## src/rtl/core/ocep_pkg.sv

```systemverilog
// Shared types, constants and the arctangent table for the orbit camera eye position block.
`timescale 1ns / 1ps

package ocep_pkg;

  // Field and datapath widths.
  localparam int unsigned OpW      = 2;
  localparam int unsigned DeltaW   = 16;
  localparam int unsigned AzW      = 15;
  localparam int unsigned PolW     = 14;
  localparam int unsigned RadW     = 23;
  localparam int unsigned CtrW     = 24;
  localparam int unsigned EyeW     = 25;
  localparam int unsigned AngW     = 14;
  localparam int unsigned CordW    = 27;
  localparam int unsigned AtanIdxW = 5;
  localparam int unsigned CfgAddrW = 3;
  localparam int unsigned CfgDataW = 24;

  // Angle constants in Q4.12 radians.
  localparam logic signed [AzW:0] TwoPiQ12  = 16'sd25736;
  localparam logic signed [AzW:0] PiQ12     = 16'sd12868;
  localparam logic signed [AzW:0] HalfPiQ12 = 16'sd6434;
  localparam logic signed [AzW:0] FoldHiQ12 = 16'sd19302;
  localparam logic signed [AzW:0] PolarCap  = 16'sd6429;

  // Distance and output limits.
  localparam logic [RadW-1:0]        RadiusMax   = 23'h7FFFFF;
  localparam logic signed [EyeW-1:0] EyeMax      = 25'sh0FFFFFF;
  localparam logic signed [EyeW-1:0] EyeMin      = -25'sh1000000;
  localparam logic signed [CordW-1:0] CordicGain = 27'sd10188014;

  // Operation codes carried with each input transaction.
  typedef enum logic [OpW-1:0] {
    OP_ROT_AZ   = 2'd0,
    OP_ROT_POL  = 2'd1,
    OP_ZOOM     = 2'd2,
    OP_RESTART  = 2'd3
  } ocep_op_e;

  // Configuration register indexes.
  typedef enum logic [CfgAddrW-1:0] {
    CFG_CENTER_X      = 3'd0,
    CFG_CENTER_Y      = 3'd1,
    CFG_CENTER_Z      = 3'd2,
    CFG_MIN_RADIUS    = 3'd3,
    CFG_START_RADIUS  = 3'd4,
    CFG_START_AZIMUTH = 3'd5,
    CFG_START_POLAR   = 3'd6
  } ocep_cfg_idx_e;

  typedef struct packed {
    logic signed [CtrW-1:0] center_x;
    logic signed [CtrW-1:0] center_y;
    logic signed [CtrW-1:0] center_z;
    logic [RadW-1:0]        min_radius;
    logic [RadW-1:0]        start_radius;
    logic [AzW-1:0]         start_azimuth;
    logic signed [PolW-1:0] start_polar;
  } ocep_cfg_t;

  // Request from the sequencer to the pose state unit.
  typedef struct packed {
    logic                     start;
    ocep_op_e                 opcode;
    logic signed [DeltaW-1:0] delta;
  } ocep_pose_req_t;

  // Current pose and a one-cycle completion strobe.
  typedef struct packed {
    logic                   done;
    logic [AzW-1:0]         azimuth;
    logic signed [PolW-1:0] polar;
    logic [RadW-1:0]        radius;
  } ocep_pose_t;

  typedef struct packed {
    logic                   start;
    logic signed [AngW-1:0] angle;
  } ocep_cordic_req_t;

  typedef struct packed {
    logic                    done;
    logic signed [CordW-1:0] cos_val;
    logic signed [CordW-1:0] sin_val;
  } ocep_cordic_rsp_t;

  // Arctangent of 2^-i in Q24 radians.
  function automatic logic signed [CordW-1:0] atan_q24(input logic [AtanIdxW-1:0] idx);
    logic signed [CordW-1:0] val;
    case (idx)
      5'd0:    val = 27'sd13176795;
      5'd1:    val = 27'sd7778716;
      5'd2:    val = 27'sd4110060;
      5'd3:    val = 27'sd2086331;
      5'd4:    val = 27'sd1047214;
      5'd5:    val = 27'sd524117;
      5'd6:    val = 27'sd262123;
      5'd7:    val = 27'sd131069;
      5'd8:    val = 27'sd65536;
      5'd9:    val = 27'sd32768;
      5'd10:   val = 27'sd16384;
      5'd11:   val = 27'sd8192;
      5'd12:   val = 27'sd4096;
      5'd13:   val = 27'sd2048;
      5'd14:   val = 27'sd1024;
      5'd15:   val = 27'sd512;
      5'd16:   val = 27'sd256;
      5'd17:   val = 27'sd128;
      5'd18:   val = 27'sd64;
      5'd19:   val = 27'sd32;
      default: val = 27'sd0;
    endcase
    return val;
  endfunction

endpackage

```

## src/rtl/core/orbit_camera_eye_position.sv

```systemverilog
// Top level: configuration registers, sequencer, shared multiplier and output register.
// A result takes two passes through the shared iterative CORDIC and four shared multiplies.
// A new item is taken only while the sequencer is idle, after the last result is computed;
//   an untaken result holds the next item before eye_x.
// The azimuth wrap adds or removes one turn per pass until the azimuth lies in [0, 2pi).
// Reset (asynchronous, active low) loads the register and pose reset values; no clearing pass.
`timescale 1ns / 1ps

module orbit_camera_eye_position #(
  parameter int unsigned CORDIC_STEPS = 14
) (
  input  logic                          clk_i,
  input  logic                          rst_ni,
  // Configuration write port.
  input  logic                          cfg_we_i,
  input  logic [ocep_pkg::CfgAddrW-1:0] cfg_addr_i,
  input  logic [ocep_pkg::CfgDataW-1:0] cfg_wdata_i,
  // Input stream.
  input  logic                          s_axis_tvalid_i,
  output logic                          s_axis_tready_o,
  input  logic [15:0]                   s_axis_tdata_i,  // [15:0] delta
  input  logic [1:0]                    s_axis_tuser_i,  // [1:0] opcode
  // Output stream.
  output logic                          m_axis_tvalid_o,
  input  logic                          m_axis_tready_i,
  output logic [79:0]                   m_axis_tdata_o   // [24:0] eye_x, [49:25] eye_y,
                                                         // [74:50] eye_z, [79:75] zero
);

  localparam int unsigned CordW = ocep_pkg::CordW;
  localparam int unsigned AngW  = ocep_pkg::AngW;
  localparam int unsigned AzW   = ocep_pkg::AzW;
  localparam int unsigned RadW  = ocep_pkg::RadW;
  localparam int unsigned EyeW  = ocep_pkg::EyeW;
  localparam int unsigned ProdW = 2 * CordW;
  localparam int unsigned Frac  = 24;
  localparam int unsigned RndW  = ProdW - Frac;
  localparam int unsigned SumW  = RndW + 1;
  localparam int unsigned PadW  = 80 - 3 * EyeW;

  typedef enum logic [3:0] {
    ST_IDLE,
    ST_POSE,
    ST_AZ,
    ST_POL,
    ST_MUL_RC,
    ST_RC,
    ST_MUL_X,
    ST_EYE_X,
    ST_MUL_Y,
    ST_EYE_Y,
    ST_MUL_Z,
    ST_EYE_Z
  } state_e;

  ocep_pkg::ocep_cfg_t        cfg_q;
  ocep_pkg::ocep_pose_req_t   pose_req;
  ocep_pkg::ocep_pose_t       pose;
  ocep_pkg::ocep_cordic_req_t cor_req;
  ocep_pkg::ocep_cordic_rsp_t cor_rsp;

  state_e                  state_q;
  logic                    pose_start_q;
  logic [1:0]              op_q;
  logic signed [15:0]      delta_q;
  logic                    cor_start_q;
  logic signed [AngW-1:0]  cor_angle_q;
  logic                    neg_q;
  logic                    out_valid_q;
  logic signed [CordW-1:0] ca_q, sa_q, cp_q, sp_q, rc_q;
  logic signed [ProdW-1:0] prod_q;
  logic signed [EyeW-1:0]  ex_q, ey_q, ez_q;

  logic                    in_txn;
  logic signed [AzW:0]     az_s;
  logic signed [AngW-1:0]  az_angle;
  logic                    az_neg;
  logic signed [CordW-1:0] mul_a, mul_b, rad_ext;
  logic signed [ProdW-1:0] prod_d;
  logic signed [RndW-1:0]  prod_rnd;
  logic signed [EyeW-1:0]  eye_sat;
  logic signed [ocep_pkg::CtrW-1:0] center_sel;

  assign in_txn = s_axis_tvalid_i && s_axis_tready_o;

  // Configuration registers; unlisted indexes are ignored.
  always_ff @(posedge clk_i or negedge rst_ni) begin
    if (!rst_ni) begin
      cfg_q.center_x      <= '0;
      cfg_q.center_y      <= '0;
      cfg_q.center_z      <= '0;
      cfg_q.min_radius    <= 23'd256;
      cfg_q.start_radius  <= 23'd2560;
      cfg_q.start_azimuth <= '0;
      cfg_q.start_polar   <= '0;
    end else if (cfg_we_i) begin
      case (ocep_pkg::ocep_cfg_idx_e'(cfg_addr_i))
        ocep_pkg::CFG_CENTER_X:      cfg_q.center_x      <= cfg_wdata_i;
        ocep_pkg::CFG_CENTER_Y:      cfg_q.center_y      <= cfg_wdata_i;
        ocep_pkg::CFG_CENTER_Z:      cfg_q.center_z      <= cfg_wdata_i;
        ocep_pkg::CFG_MIN_RADIUS:    cfg_q.min_radius    <= cfg_wdata_i[RadW-1:0];
        ocep_pkg::CFG_START_RADIUS:  cfg_q.start_radius  <= cfg_wdata_i[RadW-1:0];
        ocep_pkg::CFG_START_AZIMUTH: cfg_q.start_azimuth <= cfg_wdata_i[AzW-1:0];
        ocep_pkg::CFG_START_POLAR:   cfg_q.start_polar   <= cfg_wdata_i[ocep_pkg::PolW-1:0];
        default: ;
      endcase
    end
  end

  // Pose state unit.
  assign pose_req.start  = pose_start_q;
  assign pose_req.opcode = ocep_pkg::ocep_op_e'(op_q);
  assign pose_req.delta  = delta_q;

  ocep_pose u_pose (
    .clk_i  (clk_i),
    .rst_ni (rst_ni),
    .req_i  (pose_req),
    .cfg_i  (cfg_q),
    .pose_o (pose)
  );

  // Shared CORDIC, used for the azimuth and then the polar angle.
  assign cor_req.start = cor_start_q;
  assign cor_req.angle = cor_angle_q;

  ocep_cordic #(
    .Steps (CORDIC_STEPS)
  ) u_cordic (
    .clk_i  (clk_i),
    .rst_ni (rst_ni),
    .req_i  (cor_req),
    .rsp_o  (cor_rsp)
  );

  // Fold the azimuth into [-pi/2, pi/2]; the middle half-turn negates sine and cosine.
  assign az_s = $signed({1'b0, pose.azimuth});

  always_comb begin
    if (az_s <= ocep_pkg::HalfPiQ12) begin
      az_angle = AngW'(az_s);
      az_neg   = 1'b0;
    end else if (az_s < ocep_pkg::FoldHiQ12) begin
      az_angle = AngW'(az_s - ocep_pkg::PiQ12);
      az_neg   = 1'b1;
    end else begin
      az_angle = AngW'(az_s - ocep_pkg::TwoPiQ12);
      az_neg   = 1'b0;
    end
  end

  // Shared multiplier with operand selection by sequencer state.
  assign rad_ext = $signed({{(CordW - RadW){1'b0}}, pose.radius});

  always_comb begin
    case (state_q)
      ST_MUL_RC: begin
        mul_a = rad_ext;
        mul_b = cp_q;
      end
      ST_MUL_X: begin
        mul_a = rc_q;
        mul_b = ca_q;
      end
      ST_MUL_Y: begin
        mul_a = rad_ext;
        mul_b = sp_q;
      end
      default: begin
        mul_a = rc_q;
        mul_b = sa_q;
      end
    endcase
  end

  assign prod_d = mul_a * mul_b;

  always_ff @(posedge clk_i) begin
    prod_q <= prod_d;
  end

  // Round half up to Q8, add the center and saturate.
  always_comb begin
    logic signed [ProdW-1:0] biased;
    logic signed [SumW-1:0]  sum;
    biased   = prod_q + (ProdW'(1) <<< (Frac - 1));
    prod_rnd = $signed(biased[ProdW-1:Frac]);
    case (state_q)
      ST_EYE_X: center_sel = cfg_q.center_x;
      ST_EYE_Y: center_sel = cfg_q.center_y;
      default:  center_sel = cfg_q.center_z;
    endcase
    sum = SumW'(center_sel) + SumW'(prod_rnd);
    if (sum > SumW'(ocep_pkg::EyeMax)) begin
      eye_sat = ocep_pkg::EyeMax;
    end else if (sum < SumW'(ocep_pkg::EyeMin)) begin
      eye_sat = ocep_pkg::EyeMin;
    end else begin
      eye_sat = EyeW'(sum);
    end
  end

  // Sequencer.
  always_ff @(posedge clk_i or negedge rst_ni) begin
    if (!rst_ni) begin
      state_q      <= ST_IDLE;
      pose_start_q <= 1'b0;
      cor_start_q  <= 1'b0;
      out_valid_q  <= 1'b0;
      op_q         <= '0;
      delta_q      <= '0;
      cor_angle_q  <= '0;
      neg_q        <= 1'b0;
    end else begin
      pose_start_q <= 1'b0;
      cor_start_q  <= 1'b0;
      // The receiver takes the pending result.
      if (out_valid_q && m_axis_tready_i) begin
        out_valid_q <= 1'b0;
      end
      case (state_q)
        ST_IDLE: begin
          if (in_txn) begin
            op_q         <= s_axis_tuser_i;
            delta_q      <= $signed(s_axis_tdata_i);
            pose_start_q <= 1'b1;
            state_q      <= ST_POSE;
          end
        end
        ST_POSE: begin
          if (pose.done) begin
            cor_angle_q <= az_angle;
            neg_q       <= az_neg;
            cor_start_q <= 1'b1;
            state_q     <= ST_AZ;
          end
        end
        ST_AZ: begin
          if (cor_rsp.done) begin
            cor_angle_q <= pose.polar;
            cor_start_q <= 1'b1;
            state_q     <= ST_POL;
          end
        end
        ST_POL: begin
          if (cor_rsp.done) begin
            state_q <= ST_MUL_RC;
          end
        end
        ST_MUL_RC: state_q <= ST_RC;
        ST_RC:     state_q <= ST_MUL_X;
        // Hold here until the output register is free for the new eye position.
        ST_MUL_X: begin
          if (!out_valid_q || m_axis_tready_i) begin
            state_q <= ST_EYE_X;
          end
        end
        ST_EYE_X:  state_q <= ST_MUL_Y;
        ST_MUL_Y:  state_q <= ST_EYE_Y;
        ST_EYE_Y:  state_q <= ST_MUL_Z;
        ST_MUL_Z:  state_q <= ST_EYE_Z;
        ST_EYE_Z: begin
          out_valid_q <= 1'b1;
          state_q     <= ST_IDLE;
        end
        default: state_q <= ST_IDLE;
      endcase
    end
  end

  // Datapath registers loaded under sequencer control.
  always_ff @(posedge clk_i) begin
    if (state_q == ST_AZ && cor_rsp.done) begin
      ca_q <= neg_q ? -cor_rsp.cos_val : cor_rsp.cos_val;
      sa_q <= neg_q ? -cor_rsp.sin_val : cor_rsp.sin_val;
    end
    if (state_q == ST_POL && cor_rsp.done) begin
      cp_q <= cor_rsp.cos_val;
      sp_q <= cor_rsp.sin_val;
    end
    if (state_q == ST_RC) begin
      rc_q <= CordW'(prod_rnd);
    end
    if (state_q == ST_EYE_X) begin
      ex_q <= eye_sat;
    end
    if (state_q == ST_EYE_Y) begin
      ey_q <= eye_sat;
    end
    if (state_q == ST_EYE_Z) begin
      ez_q <= eye_sat;
    end
  end

  assign s_axis_tready_o = (state_q == ST_IDLE);
  assign m_axis_tvalid_o = out_valid_q;
  assign m_axis_tdata_o  = {{PadW{1'b0}}, ez_q, ey_q, ex_q};

  // A result waiting for the receiver stays valid and unchanged.
  a_out_hold : assert property (@(posedge clk_i) disable iff (!rst_ni)
    (m_axis_tvalid_o && !m_axis_tready_i) |=> (m_axis_tvalid_o && $stable(m_axis_tdata_o)))
    else $error("pending result changed before it was taken");

  // An accepted transaction starts the pose update on the next cycle.
  a_pose_start : assert property (@(posedge clk_i) disable iff (!rst_ni)
    in_txn |=> (pose_req.start && state_q == ST_POSE))
    else $error("pose update not started after input transaction");

  // The CORDIC only finishes while the sequencer waits for it.
  a_cordic_done : assert property (@(posedge clk_i) disable iff (!rst_ni)
    cor_rsp.done |-> (state_q == ST_AZ || state_q == ST_POL))
    else $error("unexpected CORDIC completion");

endmodule

```

## src/rtl/core/ocep_cordic.sv

```systemverilog
// Iterative rotation-mode CORDIC that returns cosine and sine of a Q2.12 angle in Q24.
`timescale 1ns / 1ps

module ocep_cordic #(
  parameter int unsigned Steps = 14
) (
  input  logic                       clk_i,
  input  logic                       rst_ni,
  input  ocep_pkg::ocep_cordic_req_t req_i,
  output ocep_pkg::ocep_cordic_rsp_t rsp_o
);

  localparam int unsigned CordW = ocep_pkg::CordW;
  localparam int unsigned IdxW  = ocep_pkg::AtanIdxW;
  localparam int unsigned IterW = $clog2(Steps);
  localparam int unsigned ZFrac = 12;

  logic                    busy_q;
  logic                    done_q;
  logic [IterW-1:0]        iter_q;
  logic signed [CordW-1:0] x_q, y_q, z_q;

  logic signed [CordW-1:0] dx, dy, atan_v;
  logic                    last_iter;

  // One micro-rotation per cycle through the shared shifter and adders.
  assign dx        = y_q >>> iter_q;
  assign dy        = x_q >>> iter_q;
  assign atan_v    = ocep_pkg::atan_q24(IdxW'(iter_q));
  assign last_iter = (iter_q == IterW'(Steps - 1));

  always_ff @(posedge clk_i or negedge rst_ni) begin
    if (!rst_ni) begin
      busy_q <= 1'b0;
      done_q <= 1'b0;
      iter_q <= '0;
    end else begin
      done_q <= 1'b0;
      if (req_i.start) begin
        busy_q <= 1'b1;
        iter_q <= '0;
      end else if (busy_q) begin
        if (last_iter) begin
          busy_q <= 1'b0;
          done_q <= 1'b1;
        end else begin
          iter_q <= iter_q + 1'b1;
        end
      end
    end
  end

  // Vector and residual angle; the gain is applied up front.
  always_ff @(posedge clk_i) begin
    if (req_i.start) begin
      x_q <= ocep_pkg::CordicGain;
      y_q <= '0;
      z_q <= CordW'(req_i.angle) <<< ZFrac;
    end else if (busy_q) begin
      if (!z_q[CordW-1]) begin
        x_q <= x_q - dx;
        y_q <= y_q + dy;
        z_q <= z_q - atan_v;
      end else begin
        x_q <= x_q + dx;
        y_q <= y_q - dy;
        z_q <= z_q + atan_v;
      end
    end
  end

  assign rsp_o.done    = done_q;
  assign rsp_o.cos_val = x_q;
  assign rsp_o.sin_val = y_q;

endmodule

```

## src/rtl/core/ocep_pose.sv

```systemverilog
// Pose state unit: holds azimuth, polar angle and radius and applies one operation per request.
`timescale 1ns / 1ps

module ocep_pose (
  input  logic                     clk_i,
  input  logic                     rst_ni,
  input  ocep_pkg::ocep_pose_req_t req_i,
  input  ocep_pkg::ocep_cfg_t      cfg_i,
  output ocep_pkg::ocep_pose_t     pose_o
);

  localparam int unsigned AzW    = ocep_pkg::AzW;
  localparam int unsigned PolW   = ocep_pkg::PolW;
  localparam int unsigned RadW   = ocep_pkg::RadW;
  localparam int unsigned WorkW  = AzW + 3;
  localparam int unsigned PSumW  = ocep_pkg::DeltaW + 1;
  localparam int unsigned RSumW  = RadW + 2;

  typedef enum logic {
    ST_IDLE,
    ST_WRAP
  } state_e;

  state_e                  state_q;
  logic                    done_q;
  logic [AzW-1:0]          az_q;
  logic signed [PolW-1:0]  pol_q;
  logic [RadW-1:0]         rad_q;
  logic signed [WorkW-1:0] work_q;

  logic signed [WorkW-1:0] az_sum, two_pi_w;
  logic signed [PSumW-1:0] pol_sum, start_pol_w, cap_w;
  logic signed [PolW-1:0]  pol_step, pol_start;
  logic signed [RSumW-1:0] rad_sum, min_w, max_w;
  logic [RadW-1:0]         rad_zoom;

  assign two_pi_w = WorkW'(ocep_pkg::TwoPiQ12);
  assign cap_w    = PSumW'(ocep_pkg::PolarCap);

  // Azimuth step before wrapping.
  assign az_sum = $signed({3'b000, az_q}) + WorkW'(req_i.delta);

  // Polar step and restart value, both clamped to the cap.
  assign pol_sum     = PSumW'(pol_q) + PSumW'(req_i.delta);
  assign start_pol_w = PSumW'(cfg_i.start_polar);

  always_comb begin
    if (pol_sum > cap_w) begin
      pol_step = PolW'(cap_w);
    end else if (pol_sum < -cap_w) begin
      pol_step = PolW'(-cap_w);
    end else begin
      pol_step = PolW'(pol_sum);
    end
    if (start_pol_w > cap_w) begin
      pol_start = PolW'(cap_w);
    end else if (start_pol_w < -cap_w) begin
      pol_start = PolW'(-cap_w);
    end else begin
      pol_start = cfg_i.start_polar;
    end
  end

  // Zoom: floor at the minimum radius first, then saturate at the top.
  assign rad_sum = $signed({2'b00, rad_q}) - RSumW'(req_i.delta);
  assign min_w   = $signed({2'b00, cfg_i.min_radius});
  assign max_w   = $signed({2'b00, ocep_pkg::RadiusMax});

  always_comb begin
    if (rad_sum < min_w) begin
      rad_zoom = cfg_i.min_radius;
    end else if (rad_sum > max_w) begin
      rad_zoom = ocep_pkg::RadiusMax;
    end else begin
      rad_zoom = RadW'(rad_sum);
    end
  end

  // Update, then bring the azimuth into [0, 2pi) one turn per cycle.
  always_ff @(posedge clk_i or negedge rst_ni) begin
    if (!rst_ni) begin
      state_q <= ST_IDLE;
      done_q  <= 1'b0;
      az_q    <= '0;
      pol_q   <= '0;
      rad_q   <= 23'd2560;
      work_q  <= '0;
    end else begin
      done_q <= 1'b0;
      case (state_q)
        ST_IDLE: begin
          if (req_i.start) begin
            state_q <= ST_WRAP;
            case (req_i.opcode)
              ocep_pkg::OP_ROT_AZ: begin
                work_q <= az_sum;
              end
              ocep_pkg::OP_ROT_POL: begin
                work_q <= $signed({3'b000, az_q});
                pol_q  <= pol_step;
              end
              ocep_pkg::OP_ZOOM: begin
                work_q <= $signed({3'b000, az_q});
                rad_q  <= rad_zoom;
              end
              ocep_pkg::OP_RESTART: begin
                work_q <= $signed({3'b000, cfg_i.start_azimuth});
                pol_q  <= pol_start;
                rad_q  <= cfg_i.start_radius;
              end
              default: begin
                work_q <= $signed({3'b000, az_q});
              end
            endcase
          end
        end
        ST_WRAP: begin
          if (work_q[WorkW-1]) begin
            work_q <= work_q + two_pi_w;
          end else if (work_q >= two_pi_w) begin
            work_q <= work_q - two_pi_w;
          end else begin
            az_q    <= AzW'(work_q);
            done_q  <= 1'b1;
            state_q <= ST_IDLE;
          end
        end
        default: state_q <= ST_IDLE;
      endcase
    end
  end

  assign pose_o.done    = done_q;
  assign pose_o.azimuth = az_q;
  assign pose_o.polar   = pol_q;
  assign pose_o.radius  = rad_q;

  // The stored azimuth never leaves [0, 2pi).
  a_az_range : assert property (@(posedge clk_i) disable iff (!rst_ni)
    $signed({1'b0, az_q}) < ocep_pkg::TwoPiQ12)
    else $error("azimuth out of range");

  // The stored polar angle stays within the cap.
  a_pol_cap : assert property (@(posedge clk_i) disable iff (!rst_ni)
    (PSumW'(pol_q) <= cap_w) && (PSumW'(pol_q) >= -cap_w))
    else $error("polar angle beyond cap");

  // Completion is a single-cycle strobe.
  a_done_pulse : assert property (@(posedge clk_i) disable iff (!rst_ni)
    done_q |=> !done_q)
    else $error("pose done held longer than one cycle");

endmodule
```

## config.mk

```make
export PLATFORM = sky130hd
export DESIGN_NAME = orbit_camera_eye_position
export DESIGN_NICKNAME = d
export VERILOG_FILES = /design/src/rtl/core/ocep_pkg.sv /design/src/rtl/core/orbit_camera_eye_position.sv /design/src/rtl/core/ocep_cordic.sv /design/src/rtl/core/ocep_pose.sv
export SDC_FILE = /design/constraint.sdc
export NUM_CORES = 2
export LEC_CHECK = 0
export BUFFER_PORTS_ARGS = -buffer_cell sky130_fd_sc_hd__buf_2
export CORE_UTILIZATION = 70
export CTS_CLUSTER_DIAMETER = 80
export DETAILED_ROUTE_END_ITERATION = 8
export GPL_TIMING_DRIVEN = 0
export PLACE_DENSITY = 0.88
export SLEW_MARGIN = 20
export SYNTH_ARGS = -nofsm -noshare
export SYNTH_HDL_FRONTEND = slang
export SYNTH_HIERARCHICAL = 1
export SYNTH_SLANG_ARGS = --single-unit
```

## constraint.sdc

```tcl
create_clock -name clk_i -period 19.8 [get_ports clk_i]
set_clock_uncertainty 0.05 [all_clocks]
set_input_delay 3.96 -clock clk_i [delete_from_list [all_inputs] [get_ports clk_i]]
set_output_delay 3.96 -clock clk_i [all_outputs]
set_load 0.01 [all_outputs]
```

# Word level (Yosys, flattened, before mapping)
# Memories as Yosys holds them, arrays and structs flattened.
# Index checks and enable logic that the tools add are counted.
word_totals:
  inputBits: 50
  word_cells: 196
  n_memories: 1
  out_inout_bits: 82
  rom_bits: 384
  regBits: 610
classes:
  addsub: 18
  n_bitwise: 3
  eq_ne: 29
  shifts: 2
  n_mul: 1
  muxes: 61
  n_lt_le_gt_ge: 11
  reduce_logical: 32
mem_list:
  columns: ["name", "depth", "word_bits", "rd", "rd_ports_with_merged_regs", "write_ports", "line_no", "source"]
  rows:
  - ["(no name shown)", 16, 24, 1, 0, 0, "ocep_pkg.sv:91", "case (idx)"]
ops:
  columns: ["operator", "n"]
  rows:
  - ["27-bit two-way mux", 8]
  - ["14-bit two-way mux", 8]
  - ["27-bit adder", 3]
  - ["27-bit one-hot mux with 3 select lines", 1]
  - ["27-bit subtractor", 3]
  - ["14-bit one-hot mux with 2 select lines", 2]
  - ["54-bit by 25-bit adder with 54-bit output (second input constant)", 1]
  - ["27-bit by 27-bit multiplier with 54-bit output", 1]
  - ["18-bit two-way mux", 3]
  - ["27-bit negation", 2]
  - ["18-bit one-hot mux with 3 select lines", 1]
  - ["27-bit by 4-bit >>> shifter with 27-bit output", 2]
  - ["25-bit two-way mux", 2]
  - ["24-bit one-hot mux with 2 select lines", 1]
  - ["23-bit two-way mux", 2]
  - ["23-bit one-hot mux with 2 select lines", 1]
  - ["4-bit one-hot mux with 11 select lines", 1]
  - ["18-bit one-hot mux with 2 select lines", 1]
  - ["4-bit two-way mux", 8]
  - ["24-bit by 30-bit adder with 31-bit output", 1]
  - ["31-bit by 25-bit > comparator with 1-bit output (second input constant)", 1]
  - ["31-bit by 25-bit < comparator with 1-bit output (second input constant)", 1]
  - ["14-bit subtractor (second input constant)", 2]
  - ["25-bit by 24-bit > comparator with 1-bit output (second input constant)", 1]
  - ["40 further kinds", 100]

# Longest topological paths before layout
logic_depth:
  word_depth: 6
  ltp_mapped: 33
  ltp_nobuf: 30

# By module
# Netlist, hierarchy kept.
by_module_without_submodules:
  columns: ["mod", "seq_area_each_um2", "area_per_inst_um2", "cells_each", "n_inst"]
  rows:
  - ["orbit_camera_eye_position", 11609.9, 44714.1, 4416, 1]
  - ["ocep_cordic", 1921.8, 11673.7, 1433, 1]
  - ["ocep_pose", 1804.2, 7694.9, 959, 1]

# Least setup slack after synthesis
# No wires, ideal clock.
synth_path:
  path_type: "register to register"
  start: "register state_q[0] (netlist name)"
  end: "register prod_q[47]"
  stages_incl_launch_ff: 32
  slack_ps: 11230
  n_path_buf: 3
  t_required_ps: 19630
  period_less_slack_ps: 8570
  setup_time_ps: 120
  arrival_time_ps: 8401
  cell_sequence: "dfrtp_1 -> buf_2 -> nor4b_4 -> nor2_2 -> clkbuf_1 -> and2_1 -> clkbuf_1 -> nand2_1 -> inv_1 -> fa_1 -> inv_1 -> fa_1 -> inv_1 -> fa_1 -> inv_1 -> fa_1 -> inv_1 -> fa_1 -> fa_1 -> inv_1 -> fa_1 -> inv_1 -> ha_1 -> and3_1 -> a221oi_1 -> o21ai_0 -> o21a_1 -> o21a_1 -> o31a_1 -> or2_1 -> a41o_1 -> xor2_1"
synth_lines:
  columns: ["item", "line_no", "source"]
  rows:
  - ["end signal: assignment", "orbit_camera_eye_position.sv:179", "prod_q <= prod_d;"]
  - ["end: declaration", "orbit_camera_eye_position.sv:71", "logic signed [ProdW-1:0] prod_q;"]

==> results.sh <==
export IMPL_status="finished, violations left"
export IMPL_violations="DRC"
export IMPL_ys_types=114
export IMPL_synth_cell_area_mm2=0.06408
export IMPL_root_buffer="clkbuf_16"
export IMPL_dr_first_iter_drc_count=7857
export IMPL_drive_above_1_share_pct=9.111
export IMPL_hp_class="reg -> reg"
export IMPL_cap_violations=0
export IMPL_syn_inst=6808
export IMPL_cp_startpoint="state_q[0]$_DFFE_PN0P_"
export IMPL_end_kind="flip-flop"
export IMPL_die_h_um=304.6
export IMPL_port_buffers=124
export IMPL_track_usage_pct=50.83
export IMPL_layout_nets=8198
export IMPL_finalHoldViolations=0
export IMPL_row_count=110
export IMPL_fin_crit_sh_pct=56.77
export IMPL_setup_viol=0
export IMPL_tightest_slew_ns=1.289
export IMPL_cp_max_fo=10
export IMPL_rsz0062_at_grt="no"
export IMPL_yosysWarningCount=6
export IMPL_vias_per_cell=6.796
export IMPL_drc=6
export IMPL_whs_ns=0.4224
export IMPL_cts_buffers=67
export IMPL_wl_per_cell_um=28.33
export IMPL_clockBufferDepth=3
export IMPL_worstHoldStart="u_cordic/z_q[10]$_SDFFE_PP0P_"
export IMPL_cp_arrival_ns=11.74
export IMPL_r2r_cells=32
export IMPL_grt_ovfl_total=0
export IMPL_synth_seq_cells=587
export IMPL_grt_max_degree=99
export IMPL_cp_num_cells=32
export IMPL_postPlaceCellArea_mm2=0.06650
export IMPL_dr_pass1_iters=9
export IMPL_synth_area_per_cell_um2=9.413
export IMPL_reg2reg_to="prod_q[46]$_DFF_P_"
export IMPL_cts_max_level=3
export IMPL_crit_family="adder cells"
export IMPL_grt_pass1_vias=57791
export IMPL_postRouteWirelength_mm=233.8
export IMPL_ff2ff_setup_slack_ns=8.56
export IMPL_slowest_stage="fa_1"
export IMPL_grt_antenna_before_repair=11
export IMPL_antenna_left=0
export IMPL_cp_endpoint="prod_q[46]$_DFF_P_"
export IMPL_clock_sinks=587
export IMPL_place_congestion=1.095
export IMPL_power_density_mw_per_mm2=43.13
export IMPL_fmax_ghz=0.08896
export IMPL_grt_first_pass_wirelength_mm=349.4
export IMPL_leakage_nw=32.27
export IMPL_cp_start_kind="flip-flop"
export IMPL_postCtsSetupRepairBufs=0
export IMPL_slew_viol_final=0
export IMPL_synthFlopType="dfrtp_1"
export IMPL_fp_coreArea_mm2=0.09029
export IMPL_die_area_mm2=0.09276
export IMPL_finalSetupTns_ns=0
export IMPL_cts_hold_buf=0
export IMPL_worst_setup_path_type="reg -> reg"
export IMPL_dp_hpwl_mm=178.7
export IMPL_initial_core_util_pct=70.98
export IMPL_num_vias=56070
export IMPL_crit_buf_inv=10
export IMPL_critPathMaxStageDelay_ns=0.89
export IMPL_slew_limit_headroom_pct=14.09
export IMPL_num_fill_cells=6007
export IMPL_synth_edf_count=225
export IMPL_cts_resized=0
export IMPL_finalWorstPathRequiredPeriod_ns=11.24
export IMPL_fin_area_mm2=0.06880
export IMPL_regToRegStartpoint="state_q[0]$_DFFE_PN0P_"
export IMPL_clkLatencyLatePin_ns=0.68
export IMPL_synth_async_reset_ratio_pct=45.14
export IMPL_irDropWorstVdd_mv=0.06030
export IMPL_path_clk_slew_ns=0.06
export IMPL_power_mw=2.968
export IMPL_required_ns=20.30
export IMPL_cts_tree="built"
export IMPL_area_delta_synth_final_pct=7.359
export IMPL_ys_seq_area_share_pct=23.93
export IMPL_fp_dieW_um=304.6
export IMPL_io_pins=132
-- logic make-up (layout without fill, tap and decap cells) --
group	Yosys count	count (layout)	synth area share [%]
and+or+nand+nor	1976	1976	13.62
AOI/OAI and AO/OA	1107	1107	11.56
xor gates and xnor gates	338	338	4.620
adders and majority gates	1133	1133	31.11
muxes	376	376	7.345
other	1	12	0.005852
buffers and inverters	1290	1546	7.802
DFF	587	587	23.93
-- per-layer routing --
layer	GRT usage (%)	up-vias	share of wire, %
met2	77.14	4535	44
met4	40.27	14	9.5
met1	60.02	27123	33
met5	0	-	0.045
li1	-	23011	-
met3	16.08	1387	13
-- state kept, by name, indices dropped and copies added (netlist names), 27 cells and up --
name,flops
ca_q,27
u_cordic/y_q,27
sp_q,27
cp_q,27
rc_q,27
sa_q,27
prod_q,31
u_cordic/z_q,27
cfg_q,147
u_cordic/x_q,27
-- cell usage after synthesis (24+ instances only) --
cell	n	share of area, %
o21bai_1	24	0.28
a22oi_1	41	0.48
mux4_2	54	1.9
and2_1	31	0.30
a211oi_1	32	0.37
dfxtp_1	97	3.0
or2_2	25	0.24
o21ai_0	207	1.6
and4_1	28	0.38
nand2b_1	54	0.53
xnor2_1	228	3.1
dfrtp_1	260	10
mux2i_1	111	1.7
a21oi_1	303	2.4
edfxtp_1	225	11
nand3_1	64	0.50
nand2_1	869	5.1
nand4_1	37	0.36
xor2_1	110	1.5
a21o_1	95	1.1
ha_1	366	7.1
mux2_2	197	3.5
o211ai_1	27	0.32
clkbuf_1	229	1.3
fa_1	767	24
and3_1	46	0.45
nor2_1	603	3.5
a211o_1	29	0.40
o21a_1	33	0.39
nor3_1	84	0.66
inv_1	981	5.7
nor2b_1	40	0.39
buf_1	27	0.16
a31oi_1	53	0.52
o31ai_1	35	0.41
-- metrics by stage --
step | std cells | setup slack (ns) | util (%)
CTS | 8244 | 8.844 | 76.15
global route | 8245 | 8.255 | 76.18
global placement | 8112 | 8.881 | 73.31
floorplan | 6812 | 11.23 | -
finish | 8251 | 8.560 | 76.20
detailed placement | 8122 | 8.925 | 73.66
-- worst min-delay path: cells and delay by family (launching register included) --
kind	cells	cell delay (ns)
compound gates	1	0.06
flops	1	0.33
simple gates	1	0.05
-- area by class of cell --
cell class | instances | area [um2] | share of cell area (%)
clock buffer | 87 | 1834 | 2.666
antenna | 7 | 17.52 | 0.02546
tap | 1176 | 1471 | 2.139
buffer | 303 | 1300 | 1.890
inverter | 987 | 3705 | 5.385
timing repair buffer | 134 | 827.0 | 1.202
multi-input combinational | 4935 | 43890 | 63.79
sequential | 587 | 15340 | 22.29
clock inverter | 35 | 421.7 | 0.6129
-- worst min-delay path by stage --
stage | cells after the start | slack (ns) | endpoint
floorplan | 2 | 0.38 | u_cordic/z_q[10]$_SDFFE_PP0P_
global placement | 2 | 0.39 | u_cordic/z_q[10]$_SDFFE_PP0P_
detailed placement | 2 | 0.41 | u_cordic/z_q[10]$_SDFFE_PP0P_
CTS | 2 | 0.42 | u_cordic/z_q[10]$_SDFFE_PP0P_
global route | 1 | 0.46 | u_pose/work_q[2]$_DFFE_PN0P_
finish | 2 | 0.42 | u_cordic/z_q[10]$_SDFFE_PP0P_
-- placed cells by master, fill, tap and decap left out, types with 35 or more instances in the layout --
cell type,Yosys,routed
a21o_1,95,95
a21oi_1,303,303
a22oi_1,41,41
a31oi_1,53,53
and3_1,46,45
buf_2,23,146
clkbuf_1,229,239
clkbuf_16,0,68
dfrtp_1,260,260
dfxtp_1,97,97
edfxtp_1,225,225
fa_1,767,767
ha_1,366,366
inv_1,981,981
mux2_2,197,197
mux2i_1,111,100
mux4_2,54,54
nand2_1,869,869
nand2b_1,54,54
nand3_1,64,64
nand4_1,37,37
nor2_1,603,600
nor2b_1,40,40
nor3_1,84,81
o21ai_0,207,206
o31ai_1,35,35
xnor2_1,228,228
xor2_1,110,110
-- power breakdown --
part	total, mW	switching [mW]	internal (mW)
combinational	0.272	0.164	0.107
sequential	1.38	0.0509	1.33
clock	1.31	0.567	0.745
total	2.97	0.782	2.19
Power figures use the tool's default switching activity.
